File: src/rtl/mac_pkg.sv
// shared types and constants of the motion alarm controller
`timescale 1ns / 1ps

package mac_pkg;

    // alarm states
    typedef enum logic [1:0] {
        MODE_DISARMED = 2'd0,
        MODE_ARMED    = 2'd1,
        MODE_ALARM    = 2'd2
    } t_mode;

    // result event codes
    typedef enum logic [2:0] {
        EV_NONE     = 3'd0,
        EV_DISARMED = 3'd1,
        EV_ARMED    = 3'd2,
        EV_ALARM    = 3'd3,
        EV_MOTION   = 3'd4,
        EV_TOTAL    = 3'd5,
        EV_STATUS   = 3'd6,
        EV_UNKNOWN  = 3'd7
    } t_event;

    // configuration port
    localparam int CFG_IDX_W  = 2;
    localparam int CFG_DATA_W = 10;

    localparam logic [CFG_IDX_W-1:0] CFG_BLINK_TICKS    = 2'd0;
    localparam logic [CFG_IDX_W-1:0] CFG_BEEP_TICKS     = 2'd1;
    localparam logic [CFG_IDX_W-1:0] CFG_DEBOUNCE_TICKS = 2'd2;

    localparam logic [9:0] BLINK_TICKS_RST    = 10'd25;
    localparam logic [9:0] BEEP_TICKS_RST     = 10'd20;
    localparam logic [7:0] DEBOUNCE_TICKS_RST = 8'd5;

    // line terminators and command words
    localparam logic [7:0]  CHAR_CR     = 8'h0D;
    localparam logic [7:0]  CHAR_LF     = 8'h0A;
    localparam logic [23:0] WORD_ARM    = "ARM";
    localparam logic [47:0] WORD_DISARM = "DISARM";
    localparam logic [47:0] WORD_STATUS = "STATUS";

    // one input item
    typedef struct packed {
        logic       cmd;
        logic       motion_level;
        logic       button_level;
        logic [7:0] rx_char;
    } t_item;

    // one result item
    typedef struct packed {
        logic [2:0]  event_code;
        logic [15:0] motion_total;
        logic [1:0]  mode_now;
        logic        red_led;
        logic        green_led;
        logic        tone_on;
        logic        last_of_run;
    } t_result;

endpackage

File: src/rtl/mac_item_if.sv
// input item channel of the motion alarm controller
`timescale 1ns / 1ps

interface mac_item_if;
    logic           valid;
    logic           ready;
    mac_pkg::t_item data;

    modport source (output valid, output data, input ready);
    modport sink (input valid, input data, output ready);
endinterface

File: src/rtl/mac_result_if.sv
// result item channel of the motion alarm controller
`timescale 1ns / 1ps

interface mac_result_if;
    logic             valid;
    logic             ready;
    mac_pkg::t_result data;

    modport source (output valid, output data, input ready);
    modport sink (input valid, input data, output ready);
endinterface

File: src/rtl/motion_alarm_controller_unit.sv
// motion alarm controller: three-state intrusion alarm with button and command line
//
// Usage:
// - i_item carries one item per handshake: a 10 ms tick (cmd 0) or one received
//   command character (cmd 1), always with the motion and button levels
// - o_result carries zero, one or two result items per input item, the last one
//   flagged by last_of_run; an item with no result gives nothing on o_result
// - i_cfg_we / i_cfg_idx / i_cfg_wdata write blink, beep and debounce tick counts,
//   only while the block is idle; the block itself does not enforce this
// Timing:
// - one input item is accepted per cycle while i_item.ready is high; its state update is one pass of logic
// - results show on o_result in the cycle after the item is accepted, behind any
//   results still waiting in the queue
// - a four-entry result queue drains one result per cycle while o_result.ready is high,
//   so the two results of an item leave it one after the other
// - i_item.ready is high while the queue holds at most two results, so a stalled
//   receiver holds off new items once three or more results wait
// Reset:
// - synchronous, active low; the block comes up disarmed with default tick counts,
//   an empty command line and an empty result queue
`timescale 1ns / 1ps

module motion_alarm_controller_unit #(
    parameter int LINE_MAX   = 19,
    parameter int WORD_CHARS = 6
) (
    input  logic                           i_clk,
    input  logic                           i_rst_n,
    mac_item_if.sink                       i_item,
    mac_result_if.source                   o_result,
    input  logic                           i_cfg_we,
    input  logic [mac_pkg::CFG_IDX_W-1:0]  i_cfg_idx,
    input  logic [mac_pkg::CFG_DATA_W-1:0] i_cfg_wdata
);

    localparam int LEN_W  = $clog2(LINE_MAX + 1);
    localparam int IDX_W  = (WORD_CHARS > 1) ? $clog2(WORD_CHARS) : 1;
    localparam int FIFO_D = 4;
    localparam int PTR_W  = 2;
    localparam int CNT_W  = 3;

    // core alarm state plus the results of one item
    typedef struct packed {
        mac_pkg::t_mode  mode;
        logic [15:0]     count;
        logic            prev;
        logic            red;
        logic [9:0]      blink;
        logic [9:0]      beep;
        logic            phase;
        logic [1:0]      n;
        mac_pkg::t_event code0;
        logic [15:0]     tot0;
        mac_pkg::t_event code1;
        logic [15:0]     tot1;
    } t_core;

    // append one result, at most two per item
    function automatic t_core f_emit(t_core s_in, mac_pkg::t_event code, logic [15:0] total);
        t_core s;
        s = s_in;
        priority if (s.n == 2'd0) begin
            s.code0 = code;
            s.tot0  = total;
            s.n     = 2'd1;
        end else if (s.n == 2'd1) begin
            s.code1 = code;
            s.tot1  = total;
            s.n     = 2'd2;
        end
        return s;
    endfunction

    // state change with its side effects and results
    function automatic t_core f_enter(t_core s_in, mac_pkg::t_mode m, logic motion);
        t_core s;
        s = s_in;
        if (m != s_in.mode) begin
            s.mode = m;
            unique case (m)
                mac_pkg::MODE_DISARMED: begin
                    s.red   = 1'b0;
                    s.blink = '0;
                    s.beep  = '0;
                    s.phase = 1'b0;
                    s = f_emit(s, mac_pkg::EV_DISARMED, 16'd0);
                    if (s_in.mode == mac_pkg::MODE_ALARM) begin
                        s = f_emit(s, mac_pkg::EV_TOTAL, s_in.count);
                    end
                    s.count = '0;
                    s.prev  = motion;
                end
                mac_pkg::MODE_ARMED: begin
                    s.red   = 1'b1;
                    s.blink = '0;
                    s.beep  = '0;
                    s.phase = 1'b0;
                    s.count = '0;
                    s.prev  = motion;
                    s = f_emit(s, mac_pkg::EV_ARMED, 16'd0);
                end
                default: begin
                    s = f_emit(s, mac_pkg::EV_ALARM, 16'd0);
                end
            endcase
        end
        return s;
    endfunction

    // configuration registers
    logic [9:0] r_blink_ticks;
    logic [9:0] r_beep_ticks;
    logic [7:0] r_debounce_ticks;

    // alarm state
    mac_pkg::t_mode r_mode;
    logic [15:0]    r_trip_count;
    logic           r_prev_motion;
    logic           r_red;
    logic [9:0]     r_blink_count;
    logic [9:0]     r_beep_count;
    logic           r_beep_phase;
    logic           r_button_released;
    logic [7:0]     r_debounce_count;
    logic [LEN_W-1:0] r_line_len;
    logic [7:0]     r_line_chars [WORD_CHARS];

    // result queue
    mac_pkg::t_result r_fifo [FIFO_D];
    logic [PTR_W-1:0] r_wr_ptr;
    logic [PTR_W-1:0] r_rd_ptr;
    logic [CNT_W-1:0] r_count;

    t_core            s;
    logic             n_button_released;
    logic [7:0]       n_debounce_count;
    logic [LEN_W-1:0] n_line_len;
    logic             char_wr;
    logic             pressed;
    logic             is_arm;
    logic             is_disarm;
    logic             is_status;
    logic             accept;
    logic             pop;
    logic [1:0]       push_n;
    mac_pkg::t_result res0;
    mac_pkg::t_result res1;

    assign accept = i_item.valid && i_item.ready;
    assign pop    = o_result.valid && o_result.ready;
    assign push_n = accept ? s.n : 2'd0;

    // command word match on the stored line
    assign is_arm = (r_line_len == LEN_W'(3)) &&
                    ({r_line_chars[0], r_line_chars[1], r_line_chars[2]} == mac_pkg::WORD_ARM);
    assign is_disarm = (r_line_len == LEN_W'(6)) &&
                       ({r_line_chars[0], r_line_chars[1], r_line_chars[2],
                         r_line_chars[3], r_line_chars[4], r_line_chars[5]}
                        == mac_pkg::WORD_DISARM);
    assign is_status = (r_line_len == LEN_W'(6)) &&
                       ({r_line_chars[0], r_line_chars[1], r_line_chars[2],
                         r_line_chars[3], r_line_chars[4], r_line_chars[5]}
                        == mac_pkg::WORD_STATUS);

    // next state and results of the item at the input
    always_comb begin
        s.mode  = r_mode;
        s.count = r_trip_count;
        s.prev  = r_prev_motion;
        s.red   = r_red;
        s.blink = r_blink_count;
        s.beep  = r_beep_count;
        s.phase = r_beep_phase;
        s.n     = 2'd0;
        s.code0 = mac_pkg::EV_NONE;
        s.tot0  = 16'd0;
        s.code1 = mac_pkg::EV_NONE;
        s.tot1  = 16'd0;
        n_button_released = r_button_released;
        n_debounce_count  = r_debounce_count;
        n_line_len        = r_line_len;
        char_wr           = 1'b0;
        pressed           = 1'b0;

        if (i_item.data.cmd) begin
            // command character
            if (i_item.data.rx_char == mac_pkg::CHAR_CR ||
                i_item.data.rx_char == mac_pkg::CHAR_LF) begin
                if (r_line_len != '0) begin
                    priority if (is_arm) begin
                        s = f_enter(s, mac_pkg::MODE_ARMED, i_item.data.motion_level);
                    end else if (is_disarm) begin
                        s = f_enter(s, mac_pkg::MODE_DISARMED, i_item.data.motion_level);
                    end else if (is_status) begin
                        s = f_emit(s, mac_pkg::EV_STATUS, s.count);
                    end else begin
                        s = f_emit(s, mac_pkg::EV_UNKNOWN, 16'd0);
                    end
                    n_line_len = '0;
                end
            end else if (int'(r_line_len) < LINE_MAX) begin
                char_wr    = (int'(r_line_len) < WORD_CHARS);
                n_line_len = r_line_len + 1'b1;
            end
        end else begin
            // button debounce
            if (i_item.data.button_level) begin
                n_button_released = 1'b1;
                n_debounce_count  = '0;
            end else if (r_button_released) begin
                if (r_debounce_count >= r_debounce_ticks) begin
                    pressed           = 1'b1;
                    n_button_released = 1'b0;
                    n_debounce_count  = '0;
                end else begin
                    n_debounce_count = r_debounce_count + 1'b1;
                end
            end
            if (pressed) begin
                s = f_enter(s, (s.mode == mac_pkg::MODE_DISARMED) ? mac_pkg::MODE_ARMED
                                                                   : mac_pkg::MODE_DISARMED,
                            i_item.data.motion_level);
            end

            // rising motion edge
            if (!s.prev && i_item.data.motion_level) begin
                if (s.mode == mac_pkg::MODE_ARMED) begin
                    s.count = 16'd1;
                    s = f_enter(s, mac_pkg::MODE_ALARM, i_item.data.motion_level);
                    s = f_emit(s, mac_pkg::EV_MOTION, s.count);
                end else if (s.mode == mac_pkg::MODE_ALARM) begin
                    s.count = s.count + 1'b1;
                    s = f_emit(s, mac_pkg::EV_MOTION, s.count);
                end
            end
            s.prev = i_item.data.motion_level;

            // led blink and buzzer beep
            if (s.mode != mac_pkg::MODE_ALARM) begin
                s.blink = '0;
                s.beep  = '0;
                s.phase = 1'b0;
            end else begin
                s.blink = s.blink + 1'b1;
                if (s.blink >= r_blink_ticks) begin
                    s.red   = ~s.red;
                    s.blink = '0;
                end
                s.beep = s.beep + 1'b1;
                if (s.beep >= r_beep_ticks) begin
                    s.beep  = '0;
                    s.phase = ~s.phase;
                end
            end
        end
    end

    // result items of this item
    always_comb begin
        res0.event_code   = s.code0;
        res0.motion_total = s.tot0;
        res0.mode_now     = s.mode;
        res0.red_led      = s.red;
        res0.green_led    = (s.mode == mac_pkg::MODE_DISARMED);
        res0.tone_on      = s.phase;
        res0.last_of_run  = (s.n == 2'd1);
        res1              = res0;
        res1.event_code   = s.code1;
        res1.motion_total = s.tot1;
        res1.last_of_run  = 1'b1;
    end

    // control state, configuration and queue pointers
    always_ff @(posedge i_clk) begin
        if (!i_rst_n) begin
            r_blink_ticks     <= mac_pkg::BLINK_TICKS_RST;
            r_beep_ticks      <= mac_pkg::BEEP_TICKS_RST;
            r_debounce_ticks  <= mac_pkg::DEBOUNCE_TICKS_RST;
            r_mode            <= mac_pkg::MODE_DISARMED;
            r_trip_count      <= '0;
            r_prev_motion     <= 1'b0;
            r_red             <= 1'b0;
            r_blink_count     <= '0;
            r_beep_count      <= '0;
            r_beep_phase      <= 1'b0;
            r_button_released <= 1'b1;
            r_debounce_count  <= '0;
            r_line_len        <= '0;
            r_wr_ptr          <= '0;
            r_rd_ptr          <= '0;
            r_count           <= '0;
        end else begin
            if (i_cfg_we) begin
                unique case (i_cfg_idx)
                    mac_pkg::CFG_BLINK_TICKS:    r_blink_ticks    <= i_cfg_wdata;
                    mac_pkg::CFG_BEEP_TICKS:     r_beep_ticks     <= i_cfg_wdata;
                    mac_pkg::CFG_DEBOUNCE_TICKS: r_debounce_ticks <= i_cfg_wdata[7:0];
                    default: begin
                    end
                endcase
            end
            if (accept) begin
                r_mode            <= s.mode;
                r_trip_count      <= s.count;
                r_prev_motion     <= s.prev;
                r_red             <= s.red;
                r_blink_count     <= s.blink;
                r_beep_count      <= s.beep;
                r_beep_phase      <= s.phase;
                r_button_released <= n_button_released;
                r_debounce_count  <= n_debounce_count;
                r_line_len        <= n_line_len;
            end
            r_wr_ptr <= r_wr_ptr + PTR_W'(push_n);
            r_rd_ptr <= r_rd_ptr + PTR_W'(pop);
            r_count  <= r_count + CNT_W'(push_n) - CNT_W'(pop);
        end
    end

    // queue entries and line characters
    always_ff @(posedge i_clk) begin
        if (accept && s.n != 2'd0) begin
            r_fifo[r_wr_ptr] <= res0;
        end
        if (accept && s.n == 2'd2) begin
            r_fifo[r_wr_ptr + 1'b1] <= res1;
        end
        if (accept && char_wr) begin
            r_line_chars[IDX_W'(r_line_len)] <= i_item.data.rx_char;
        end
    end

    // channel handshakes
    assign i_item.ready   = (r_count <= CNT_W'(FIFO_D - 2));
    assign o_result.valid = (r_count != '0);
    assign o_result.data  = r_fifo[r_rd_ptr];

`ifndef SYNTH
    // queue never holds more than its depth
    a_fifo_bound: assert property (@(posedge i_clk) disable iff (!i_rst_n)
        r_count <= CNT_W'(FIFO_D))
        else $error("result queue overfilled");

    // green led follows the reported state
    a_green_mode: assert property (@(posedge i_clk) disable iff (!i_rst_n)
        o_result.valid |-> (o_result.data.green_led ==
                            (o_result.data.mode_now == mac_pkg::MODE_DISARMED)))
        else $error("green led disagrees with state");

    // motion count only runs while alarmed
    a_count_idle: assert property (@(posedge i_clk) disable iff (!i_rst_n)
        (r_mode != mac_pkg::MODE_ALARM) |-> (r_trip_count == '0))
        else $error("motion count nonzero outside alarm");

    // buzzer and blink timers are quiet outside alarm
    a_effects_idle: assert property (@(posedge i_clk) disable iff (!i_rst_n)
        (r_mode != mac_pkg::MODE_ALARM) |->
            (r_beep_count == '0 && r_blink_count == '0 && !r_beep_phase))
        else $error("alarm effects running outside alarm");

    // a popped result that is not last is followed by another result
    a_run_cont: assert property (@(posedge i_clk) disable iff (!i_rst_n)
        (pop && !o_result.data.last_of_run) |=> o_result.valid)
        else $error("result run broken");
`endif

endmodule

File: src/flat_wrapper.sv
// flat-port wrapper written by rule: the top's interface ports become plain ports
module motion_alarm_controller_unit_flat 
#(
    parameter int LINE_MAX   = 19,
    parameter int WORD_CHARS = 6
)
  (i_clk, i_rst_n, i_cfg_we, i_cfg_idx, i_cfg_wdata, i_item_valid, i_item_data, i_item_ready, o_result_valid, o_result_data, o_result_ready);
  mac_item_if i_item_i ();
  mac_result_if o_result_i ();
  input  logic i_clk;
  input  logic i_rst_n;
  input  logic i_cfg_we;
  input  logic [mac_pkg::CFG_IDX_W-1:0] i_cfg_idx;
  input  logic [mac_pkg::CFG_DATA_W-1:0] i_cfg_wdata;
  input wire logic [$bits(i_item_i.valid)-1:0] i_item_valid;
  input wire logic [$bits(i_item_i.data)-1:0] i_item_data;
  output wire logic [$bits(i_item_i.ready)-1:0] i_item_ready;
  output wire logic [$bits(o_result_i.valid)-1:0] o_result_valid;
  output wire logic [$bits(o_result_i.data)-1:0] o_result_data;
  input wire logic [$bits(o_result_i.ready)-1:0] o_result_ready;
  assign i_item_i.valid = i_item_valid;
  assign i_item_i.data = i_item_data;
  assign i_item_ready = i_item_i.ready;
  assign o_result_valid = o_result_i.valid;
  assign o_result_data = o_result_i.data;
  assign o_result_i.ready = o_result_ready;
  motion_alarm_controller_unit #(.LINE_MAX(LINE_MAX), .WORD_CHARS(WORD_CHARS)) u_core (.i_clk(i_clk), .i_rst_n(i_rst_n), .i_item(i_item_i), .o_result(o_result_i), .i_cfg_we(i_cfg_we), .i_cfg_idx(i_cfg_idx), .i_cfg_wdata(i_cfg_wdata));
endmodule
File: config.mk
export PLATFORM = sky130hd
export DESIGN_NAME = motion_alarm_controller_unit_flat
export DESIGN_NICKNAME = d
export VERILOG_FILES = /design/src/rtl/mac_pkg.sv /design/src/rtl/mac_item_if.sv /design/src/rtl/mac_result_if.sv /design/src/rtl/motion_alarm_controller_unit.sv /design/src/flat_wrapper.sv
export SDC_FILE = /design/constraint.sdc
export NUM_CORES = 1
export LEC_CHECK = 0
export BUFFER_PORTS_ARGS = -buffer_cell sky130_fd_sc_hd__buf_4
export CAP_MARGIN = 10
export CORE_ASPECT_RATIO = 1.25
export CORE_MARGIN = 2
export CORE_UTILIZATION = 50
export CTS_CLUSTER_DIAMETER = 60
export DETAILED_ROUTE_END_ITERATION = 10
export PLACE_DENSITY = 0.67
export SYNTH_ARGS = -nofsm -noshare
export SYNTH_HDL_FRONTEND = slang
export SYNTH_SLANG_ARGS = --single-unit
export TNS_END_PERCENT = 50
File: constraint.sdc
create_clock -name i_clk -period 6.6 [get_ports i_clk]
set_clock_uncertainty 0.15 [all_clocks]
set_input_delay 0.66 -clock i_clk [delete_from_list [all_inputs] [get_ports i_clk]]
set_output_delay 0.66 -clock i_clk [all_outputs]
set_load 0.02 [all_outputs]
==> impl_metrics.ini, run 1 <==
[outcome]
outcome = finished clean

[sta]
tightest_slew_ns = 1.116
fin_crit_ns = 5.137
holdWs_ns = 0.2266
rsz0062_at_grt = no
finalSetupViolCount = 0
slew_violations = 0
hold_violations = 0
post-route-period-util_pct = 77.84
setup_ws_ns = 1.463
tns_ns = 0
slew_headroom_pct = 25.05
fmax_mhz = 194.6

[place]
dpl.hpwl_mm = 21.62
place_congestion = 0.8635
place_area_um2 = 13370
port_buffers = 54
pre_cts_slack_ns = 1.510

[global_route]
met1_usage_pct = 29.15
grt_overflow_total = 0
grt_util_all_layers_pct = 22.97
grt.busiest_layer = met2
antenna_found_initial = 0
grt_pass1_wl_mm = 49.96
grt_max_degree = 39
use_met3_pct = 2.450
grt_pass1_vias = 9473
grtUsageMet2_pct = 41.45

[die]
die_height_um = 182.1
start_util_pct = 50.51
die_x_um = 146.5
dieArea_um2 = 26680
placementRows = 65
core_um2 = 25130
pin_count = 55

[synth]
synth_adder_area_share_pct = 4.594
ys_ff_latch = 238
synth_xor_xnor_area_share_pct = 2.346
seq_area_frac_synth_pct = 48.90
muxShareOfSynthArea_pct = 5.856
synth_ff_type = edfxtp_1
synth_compound_area_share_pct = 17.33
syn-cell-area_um2 = 12690
synth_top_area_share_pct = 34.07
synth_nets = 1277
ys_top_cells_by_area = edfxtp_1, dfxtp_1, ha_1, mux4_2, o22ai_1
yosysTopAreaCell = edfxtp_1
synth-simple-area-share_pct = 16.89
synth_top_family_by_area = compound AO/OA/AOI/OAI gates
synth_cells = 1203
yosysWarnings = 0
ys_types = 93
synthArstFlopShare_pct = 0
synth.avg_cell_area_um2 = 10.55
synth_edf_count = 144

[critical_path]
cp-end-kind = flop
startpoint_type = flop
path_class = flop to flop
critPathArrivalTime_ns = 5.39
required_ns = 6.85
path_max_fanout = 9

[routing]
num_vias = 9691
drc = 0
via_per_inst = 6.114
drt_iter0_markers = 734
wl_per_cell_um = 19.44
drtPass1Iterations = 6
drt-total-wl_mm = 30.81
postRouteAntennaNets = 0

[power]
p_comb_share_pct = 16.7
clockPowerShare_pct = 37.1
switching_share_pct = 26.18
vdd_ir_drop_max_mv = 0.2467
p_total_mw = 3.611
seqPwrFrac_pct = 46.2
p_switching_mw = 0.9453
p_leak_nw = 5.007
internal_power_mw = 2.665
p_per_area_nw_per_um2 = 255.3

[layout]
multi_input_area_um2 = 5969
antenna_cells = 0
final_nets = 1307
fill_cells = 2212
drive_above_1_share_pct = 14.48
postLayoutCellArea_um2 = 14140
seqCellArea_um2 = 6207
area_delta_synth_final_pct = 11.45

[clock_tree]
h-tree-depth = 1
clock_latency_ns = 0.53
clk_pin_slew_ns = 0.06
clkSinkCount = 238
clk_path_buf_depth = 3
ctsHoldBuffers = 0
post_cts_buffers = 0
cts_buffers = 24
postCtsResizedCells = 0
cts-root-buf = clkbuf_16
tritoncts = done

[worst_hold_path]
min_path_type = primary input to flop

[job]
maxCapViolations = 0
==> cells by family after synthesis <==
| family | after synthesis |
|---|---|
| AO/OA/AOI/OAI | 325 |
| flip-flops | 238 |
| XOR/XNOR | 34 |
| AND/OR/NAND/NOR | 396 |
| buffers and inverters | 121 |
| adder cells (fa/ha/maj) | 46 |
| multiplexers | 43 |
==> cell usage after synthesis, types with 4 or more instances <==
cell	number
o21ai_1	5
nor4bb_1	4
a22o_1	26
inv_1	45
o22ai_1	71
nand2b_1	7
nand4_1	15
o21ai_0	47
and2_1	16
a22oi_1	10
a31oi_1	9
o211ai_1	5
clkbuf_1	39
a21oi_1	80
buf_4	4
or3_1	9
a32o_1	4
and3_1	16
nor2_1	90
dfxtp_1	94
o21a_1	6
a21o_1	12
nor4b_1	5
edfxtp_1	144
o31a_1	5
nand3_1	39
nor4_1	4
buf_2	22
nor3_1	33
a221oi_1	4
buf_1	7
nor3b_1	6
mux4_2	25
mux2i_1	18
nor2b_1	12
o31ai_1	8
ha_1	45
xnor2_1	13
xor2_1	21
nand2_1	95
==> power by group through the flow <==
stage / sequential, mW / combinational [mW] / clock (mW)
2_1_floorplan: 1.65 / 0.451 / 0
3_3_place_gp: 1.70 / 0.599 / 0
3_5_place_dp: 1.70 / 0.607 / 0
4_1_cts: 1.67 / 0.609 / 1.36
5_1_grt: 1.68 / 0.649 / 1.42
6_report: 1.67 / 0.602 / 1.34
==> flip-flops by register name, summed over array words and instances (netlist names), 3 cells and up <==
name                     flops
u_core.r_blink_count        10
u_core.r_trip_count         16
u_core.r_blink_ticks        10
u_core.r_debounce_count      8
u_core.r_debounce_ticks      8
u_core.r_fifo              100
u_core.r_line_chars         48
u_core.r_beep_ticks         10
u_core.r_beep_count         10
u_core.r_count               3
u_core.r_line_len            5
==> cells in the final DEF, fill, tap and decap left out, drive strengths merged, types with 10 or more instances in the layout <==
| cell | n |
|---|---|
| a21o | 12 |
| o21ai | 53 |
| mux2i | 18 |
| and2 | 18 |
| mux4 | 25 |
| edfxtp | 144 |
| o22ai | 71 |
| nand3 | 43 |
| nand2 | 98 |
| a22oi | 10 |
| ha | 45 |
| a21oi | 80 |
| nor2 | 92 |
| inv | 49 |
| buf | 79 |
| dfxtp | 94 |
| and3 | 16 |
| xnor2 | 13 |
| nor3 | 34 |
| clkbuf | 28 |
| nor2b | 12 |
| a22o | 26 |
| xor2 | 21 |
| nand4 | 16 |
==> stage by stage <==
step	instances	util, %
4_1_cts	1584	56.27
5_1_grt	1585	56.29
3_5_place_dp	1541	53.19
2_1_floorplan	1203	-
3_3_place_gp	1541	53.19
6_report	1585	56.29
==> critical path, stage by stage, from the launching register on <==
cell and delay (ns):
dfxtp_1 0.39, inv_1 0.06, ha_1 0.28, nand2b_4 0.15, a2111oi_4 0.42, o31a_1 0.43, nor2_2 0.07, nand2_1 0.09
ha_1 0.26, a21oi_1 0.18, inv_1 0.07, ha_1 0.22, o22a_1 0.17, a2111oi_2 0.50, nor3_4 0.16, nor2_1 0.19
inv_1 0.06, ha_1 0.33, fa_1 0.45, xnor2_1 0.18, xnor2_1 0.14, nor2_1 0.06
==> layout make-up <==
| cell class | count | area share [%] |
|---|---|---|
| clock buffers | 28 | 4.502 |
| clock inverters | 15 | 0.9642 |
| inverters | 46 | 1.221 |
| multi-input cells | 844 | 42.20 |
| flip-flops and latches | 238 | 43.88 |
| well taps | 335 | 2.963 |
| repair buffers | 79 | 4.264 |
==> worst paths after layout <==
path / end / startpoint / cells after the start / slack [ns]
setup / recovery: u_core.r_count[2] / u_core.r_debounce_count[0] / 21 / 1.46
hold / removal: u_core.r_line_chars[2][6] / i_item_data[6] / 1 / 0.23
setup reg to reg: u_core.r_count[2] / u_core.r_debounce_count[0] / 21 / 1.46
hold reg to reg: u_core.r_blink_ticks[7] / u_core.r_blink_ticks[7] / 2 / 0.31
==> metal layers <==
metal	share of wire, %	vias up
met2	51	341
li1	-	4632
met1	41	4655
met5	0	-
met4	2.5	0
met3	5.2	63
(Power assumes the default switching activity.)
==> run 2: changes to the inputs <==
Settings changed: PLACE_DENSITY 0.67 to 0.69.
Clock period 6.6 ns to 4.27 ns, I/O delays scaled along.
==> run 2 against run 1 <==
Fmax up 24%. Via count up 2.5%. Sequential power up 54%. Flip-flop and latch count unchanged. Sequential share of layout area down 2.2 points. Routed wire length up 3.9%. Critical endpoint is now u_core.r_fifo[1][3]. Register-to-register slack worse by 1.3 ns. Clock-buffer cell count up 5. Non-clock buffer count up 45.
==> impl_metrics.ini, run 2 (synthesized netlist as in run 1, its figures left out) <==
[layout]
largest_register_ff_count = 100
finalNonFillerCells = 1631
top_regs = u_core.r_fifo: 100 flops, u_core.r_line_chars: 48 flops, u_core.r_trip_count: 16 flops
seqCellArea_um2 = 6216
final_nets = 1352
fill_cells = 2060
postLayoutCellArea_um2 = 14910
final_cell_mix = edfxtp_1, buf_4, nand2_1, dfxtp_1, nor2_1
top_register = u_core.r_fifo
antenna_cells = 0
drive_above_1_share_pct = 21.22
layout_commonest_cell = edfxtp_1
area_delta_synth_final_pct = 17.44
multi_input_area_um2 = 6280

[routing]
via_per_inst = 6.090
drtPass1Iterations = 8
drc = 0
num_vias = 9932
wl_per_cell_um = 19.63
drt-total-wl_mm = 32.01
drt_iter0_markers = 761
postRouteAntennaNets = 0

[global_route]
grt_util_all_layers_pct = 23.55
grt_max_degree = 39
grt_pass1_wl_mm = 50.76
grt_pass1_vias = 9696
antenna_found_initial = 0
grt_overflow_total = 0

[worst_hold_path]
holdCritStartpoint = i_cfg_wdata[3]
holdPathEnd = u_core.r_blink_ticks[3]
holdPathStages = 3
min_path_type = primary input to flop

[sta]
hold_violations = 0
finalSetupViolCount = 0
rsz0062_at_grt = yes
post-route-period-util_pct = 96.78
slew_headroom_pct = 33.69
slew_violations = 0
fin_crit_ns = 4.132
tns_ns = 0
fmax_mhz = 242.0
tightest_slew_ns = 0.9904

[critical_path]
cp-end-kind = flop
path_class = flop to flop
startpoint_type = flop
r2r_cells = 21
rr_startpoint = u_core.r_debounce_count[0]
critPathArrivalTime_ns = 4.25
required_ns = 4.39
r2r-end = u_core.r_fifo[1][3]
path_max_fanout = 5
ff2ff_setup_slack_ns = 0.14

[power]
vdd_ir_drop_max_mv = 0.2561
p_leak_nw = 5.278
p_per_area_nw_per_um2 = 383.6

[clock_tree]
clock_latency_ns = 0.53
cts-root-buf = clkbuf_16
clkSinkCount = 238
tritoncts = done
clk_pin_slew_ns = 0.06
h-tree-depth = 1
clk_path_buf_depth = 3
cts_buffers = 24

[die]
start_util_pct = 50.51
core_um2 = 25130
pin_count = 55
placementRows = 65
die_x_um = 146.5
dieArea_um2 = 26680
die_height_um = 182.1

[place]
dpl.hpwl_mm = 21.89
port_buffers = 54
place_area_um2 = 13680
place_congestion = 0.9108
placedCellCount = 1565

[job]
maxCapViolations = 0

[outcome]
outcome = finished clean
## run 2: changes by cell type in the layout (fill, tap and decap cells not counted), sizes merged
cell and change:
clkinvlp -2, inv -1, clkinv -1, buf +35, clkbuf +5, dlygate4sd3 +10
## run 2: power by group
| group | switching (mW) | internal, mW |
|---|---|---|
| combinational | 0.500 | 0.490 |
| clock | 0.895 | 1.25 |
| sequential | 0.103 | 2.48 |
| total | 1.50 | 4.22 |
## run 2: stage by stage
stage	worst slack (ns)	hold WS, ns	util [%]	power (mW)
CTS	0.02040	0.004258	58.01	5.744
finish	0.1376	0.01057	59.31	5.718
global placement	0.1541	0.2951	54.42	3.588
global route	-0.07205	0.02351	59.31	5.923
floorplan	-0.08716	0.2863	-	3.267
detailed placement	0.03493	0.2986	54.42	3.599
## run 2: worst max-delay path by stage
stage,depth (start not counted),start,to
after CTS,21,u_core.r_debounce_ticks[5],u_core.r_fifo[2][3]
after global routing,21,u_core.r_debounce_count[0],u_core.r_fifo[3][3]
after detailed placement,21,u_core.r_debounce_ticks[5],u_core.r_fifo[2][3]
after floorplan,24,u_core.r_debounce_count[0],u_core.r_count[2]
final,21,u_core.r_debounce_count[0],u_core.r_fifo[1][3]
after global placement,21,u_core.r_debounce_count[0],u_core.r_count[2]
## run 2: cell type report
type,count,share of cell area [%]
Clock buffer,33,4.608
Clock inverter,11,0.7723
Inverter,46,1.175
Multi-Input combinational cell,844,42.13
Sequential cell,238,41.70
Tap cell,335,2.812
Timing Repair Buffer,124,6.799
## run 2: metal layers
| metal | track usage (%) | vias to the layer above | part of all wire [%] |
|---|---|---|---|
| met4 | 8.466 | 0 | 2.8 |
| met5 | 0 | - | 0 |
| met1 | 28.94 | 4772 | 42 |
| li1 | - | 4723 | - |
| met3 | 2.875 | 70 | 5.4 |
| met2 | 42.70 | 367 | 50 |
## run 2: repair_timing
action                     in CTS  in global routing
hold buffers                   10                  0
gates resized for setup         0                 53
setup buffers                   0                 12
setup endpoints to repair       0                 48
hold endpoints to repair       51                  0
## run 2: worst max-delay path, cell delays in order (launching register included)
cell and delay (ns):
dfxtp_2 0.33, inv_2 0.04, ha_4 0.20, nand2b_4 0.14, a2111oi_4 0.34, buf_4 0.19, o31ai_4 0.07, nand2_2 0.13
and2_4 0.17, ha_4 0.15, nand3_1 0.10, xor2_1 0.14, nor2_1 0.07, ha_2 0.20, a2111oi_4 0.32, nand2_1 0.11
o21ai_2 0.07, a31oi_2 0.06, mux2i_1 0.14, or3_1 0.38, a22oi_2 0.31, a21oi_1 0.07
==> run 3: changes to the inputs <==
--- a/config.mk
+++ b/config.mk
@@ -10,3 +10,2 @@
 export CORE_ASPECT_RATIO = 1.25
-export CORE_MARGIN = 2
 export CORE_UTILIZATION = 50
==> constraint.sdc (replaced) <==
create_clock -name i_clk -period 4.27 [get_ports i_clk]
set_clock_uncertainty 0.15 [all_clocks]
set_input_delay 0.6405 -clock i_clk [delete_from_list [all_inputs] [get_ports i_clk]]
set_output_delay 0.6405 -clock i_clk [all_outputs]
set_load 0.01 [all_outputs]
==> run 3 against run 2 <==
Non-clock buffer count fell by 15. Register-to-register slack worse by 0.10 ns. Setup slack worse by 0.10 ns. Global-route usage is 1.1 points higher. Cell count fell by 1.2%. Critical path type unchanged. Highest routed layer unchanged.
==> impl_metrics.ini, run 3 (synthesized netlist as in run 1, its figures left out) <==
[outcome]
outcome = finished clean

[routing]
via_per_inst = 6.117
drtPass1Iterations = 5
postRouteAntennaNets = 0
drt_iter0_markers = 741
num_vias = 9854
routedLengthMet1_mm = 13.14
wl_per_cell_um = 19.70
top_layer_used = met4
wl_met3_mm = 1.643
drc = 0
dr_wl_met2_mm = 15.92
drt-total-wl_mm = 31.74

[critical_path]
r2r_cells = 21
critPathArrivalTime_ns = 4.47
path_cells = inv_2 -> ha_4 -> nand2b_4 -> a2111oi_4 -> o31a_1 -> nor2_4 -> nand2_4 -> ha_4 -> a21oi_4 -> inv_2 -> ha_4 -> o22a_1 -> a2111oi_4 -> nor3_4 -> nor2_2 -> inv_2 -> ha_4 -> fa_2 -> xnor2_2 -> xnor2_1 -> nor2_1
rr_startpoint = u_core.r_debounce_count[0]
cpMaxStageDelayCell = a2111oi_4
r2r-end = u_core.r_count[2]
path_class = flop to flop
slowest_delay_ns = 0.41
critPathTopFamily = compound AO/OA/AOI/OAI gates
path_max_fanout = 4
crit_buf_inv = 3
ff2ff_setup_slack_ns = 0.04
startpoint_type = flop
cp_common_cell = ha_4
required_ns = 4.51
cp-end-kind = flop

[layout]
top_regs = u_core.r_fifo: 100 flops, u_core.r_line_chars: 48 flops, u_core.r_trip_count: 16 flops
top_register = u_core.r_fifo
layout_commonest_cell = edfxtp_1
drive_above_1_share_pct = 19.98
multi_input_area_um2 = 6247
postLayoutCellArea_um2 = 14710
largest_register_ff_count = 100
final_cell_mix = edfxtp_1, buf_4, dfxtp_1, nand2_1, nor2_1
fill_cells = 2101
final_nets = 1338
antenna_cells = 0
seqCellArea_um2 = 6208
area_delta_synth_final_pct = 15.91

[worst_hold_path]
holdPathEnd = u_core.r_beep_ticks[9]
holdCritStartpoint = i_cfg_wdata[9]
holdPathStages = 3
min_path_type = primary input to flop

[die]
pin_count = 55
die_height_um = 180.1
start_util_pct = 51.46
core_um2 = 24660
dieArea_um2 = 26030
die_x_um = 144.5
placementRows = 64

[clock_tree]
clk_pin_slew_ns = 0.07
clock_latency_ns = 0.53
ctsHoldBuffers = 0
tritoncts = done
cts_buffers = 25
cts-root-buf = clkbuf_16
clk_path_buf_depth = 3
clkSinkCount = 238
h-tree-depth = 1

[sta]
finalSetupViolCount = 0
fin_crit_ns = 4.232
rsz0062_at_grt = yes
holdWs_ns = 0.2049
hold_violations = 0
tightest_slew_ns = 0.9777
slew_violations = 0
post-route-period-util_pct = 99.11
slew_headroom_pct = 34.82
fmax_mhz = 236.3

[place]
place_area_um2 = 13670
dpl.hpwl_mm = 22.03
port_buffers = 54
place_congestion = 0.8776

[global_route]
antenna_found_initial = 0
grt_pass1_vias = 9764
grt_max_degree = 30
grt_overflow_total = 0
grt_util_all_layers_pct = 24.66
grt_pass1_wl_mm = 50.79

[power]
p_leak_nw = 5.170
vdd_ir_drop_max_mv = 0.2551
p_per_area_nw_per_um2 = 383.4

[job]
maxCapViolations = 0
## run 3: cell count changes in the layout (fill, tap and decap cells not counted), moves of 5 or more
cell	previous run	this run
dfxtp_2	8	2
dfxtp_1	86	92
buf_4	108	103
dlygate4sd3_1	10	0
## run 3: worst max-delay path by stage
stage,from,to,slack (ns),depth (start not counted)
floorplan,u_core.r_debounce_count[0],u_core.r_count[2],-0.09,24
global placement,u_core.r_debounce_count[0],u_core.r_fifo[1][3],0.13,21
detailed placement,u_core.r_debounce_ticks[5],u_core.r_fifo[2][1],-0.05,20
CTS,u_core.r_debounce_count[0],u_core.r_count[2],0.02,21
global route,u_core.r_debounce_count[0],u_core.r_count[2],-0.14,21
finish,u_core.r_debounce_count[0],u_core.r_count[2],0.04,21
## run 3: stage by stage
stage,setup WS (ns),TNS (ns),power (mW),instances,util [%]
2_1_floorplan,-0.08716,-0.3054,3.183,1203,-
3_3_place_gp,0.1286,0,3.500,1560,55.42
3_5_place_dp,-0.04631,-0.1825,3.516,1560,55.42
4_1_cts,0.01992,0,5.662,1604,58.70
5_1_grt,-0.1392,-1.171,5.872,1611,59.65
6_report,0.03803,0,5.641,1611,59.65
## run 3: what timing repair did
action                                  4_1_cts  5_1_grt
cloned                                        0        0
resized for setup                             3       39
pin swaps                                     0       27
setup buffers                                 0        6
endpoints found under the setup margin        4       40
## run 3: final cells by class
type	count	area share, %
timing repair buffer	109	5.911
tap	330	2.807
sequential	238	42.20
inverter	46	1.191
multi-input combinational	844	42.46
clock inverter	15	1.072
clock buffer	29	4.354
## run 3: worst reg2reg max path, cell delays in order (launching register included)
cell and delay [ns]:
dfxtp_2 0.35, inv_2 0.05, ha_4 0.22, nand2b_4 0.14, a2111oi_4 0.41, o31a_1 0.27, nor2_4 0.07, nand2_4 0.07
ha_4 0.21, a21oi_4 0.13, inv_2 0.06, ha_4 0.16, o22a_1 0.19, a2111oi_4 0.41, nor3_4 0.07, nor2_2 0.14
inv_2 0.06, ha_4 0.22, fa_2 0.40, xnor2_2 0.14, xnor2_1 0.13, nor2_1 0.05
## run 3: report_power, final
group	total, mW	internal (mW)	switching [mW]
clock	2.16	1.25	0.903
sequential	2.58	2.48	0.104
combinational	0.902	0.485	0.417
total	5.64	4.22	1.42
## run 3: layer usage
| metal | GRT usage, % | vias to the layer above |
|---|---|---|
| met5 | 0 | - |
| met4 | 9.895 | 0 |
| met3 | 3.029 | 77 |
| met2 | 42.60 | 337 |
| met1 | 30.89 | 4751 |
| li1 | - | 4689 |
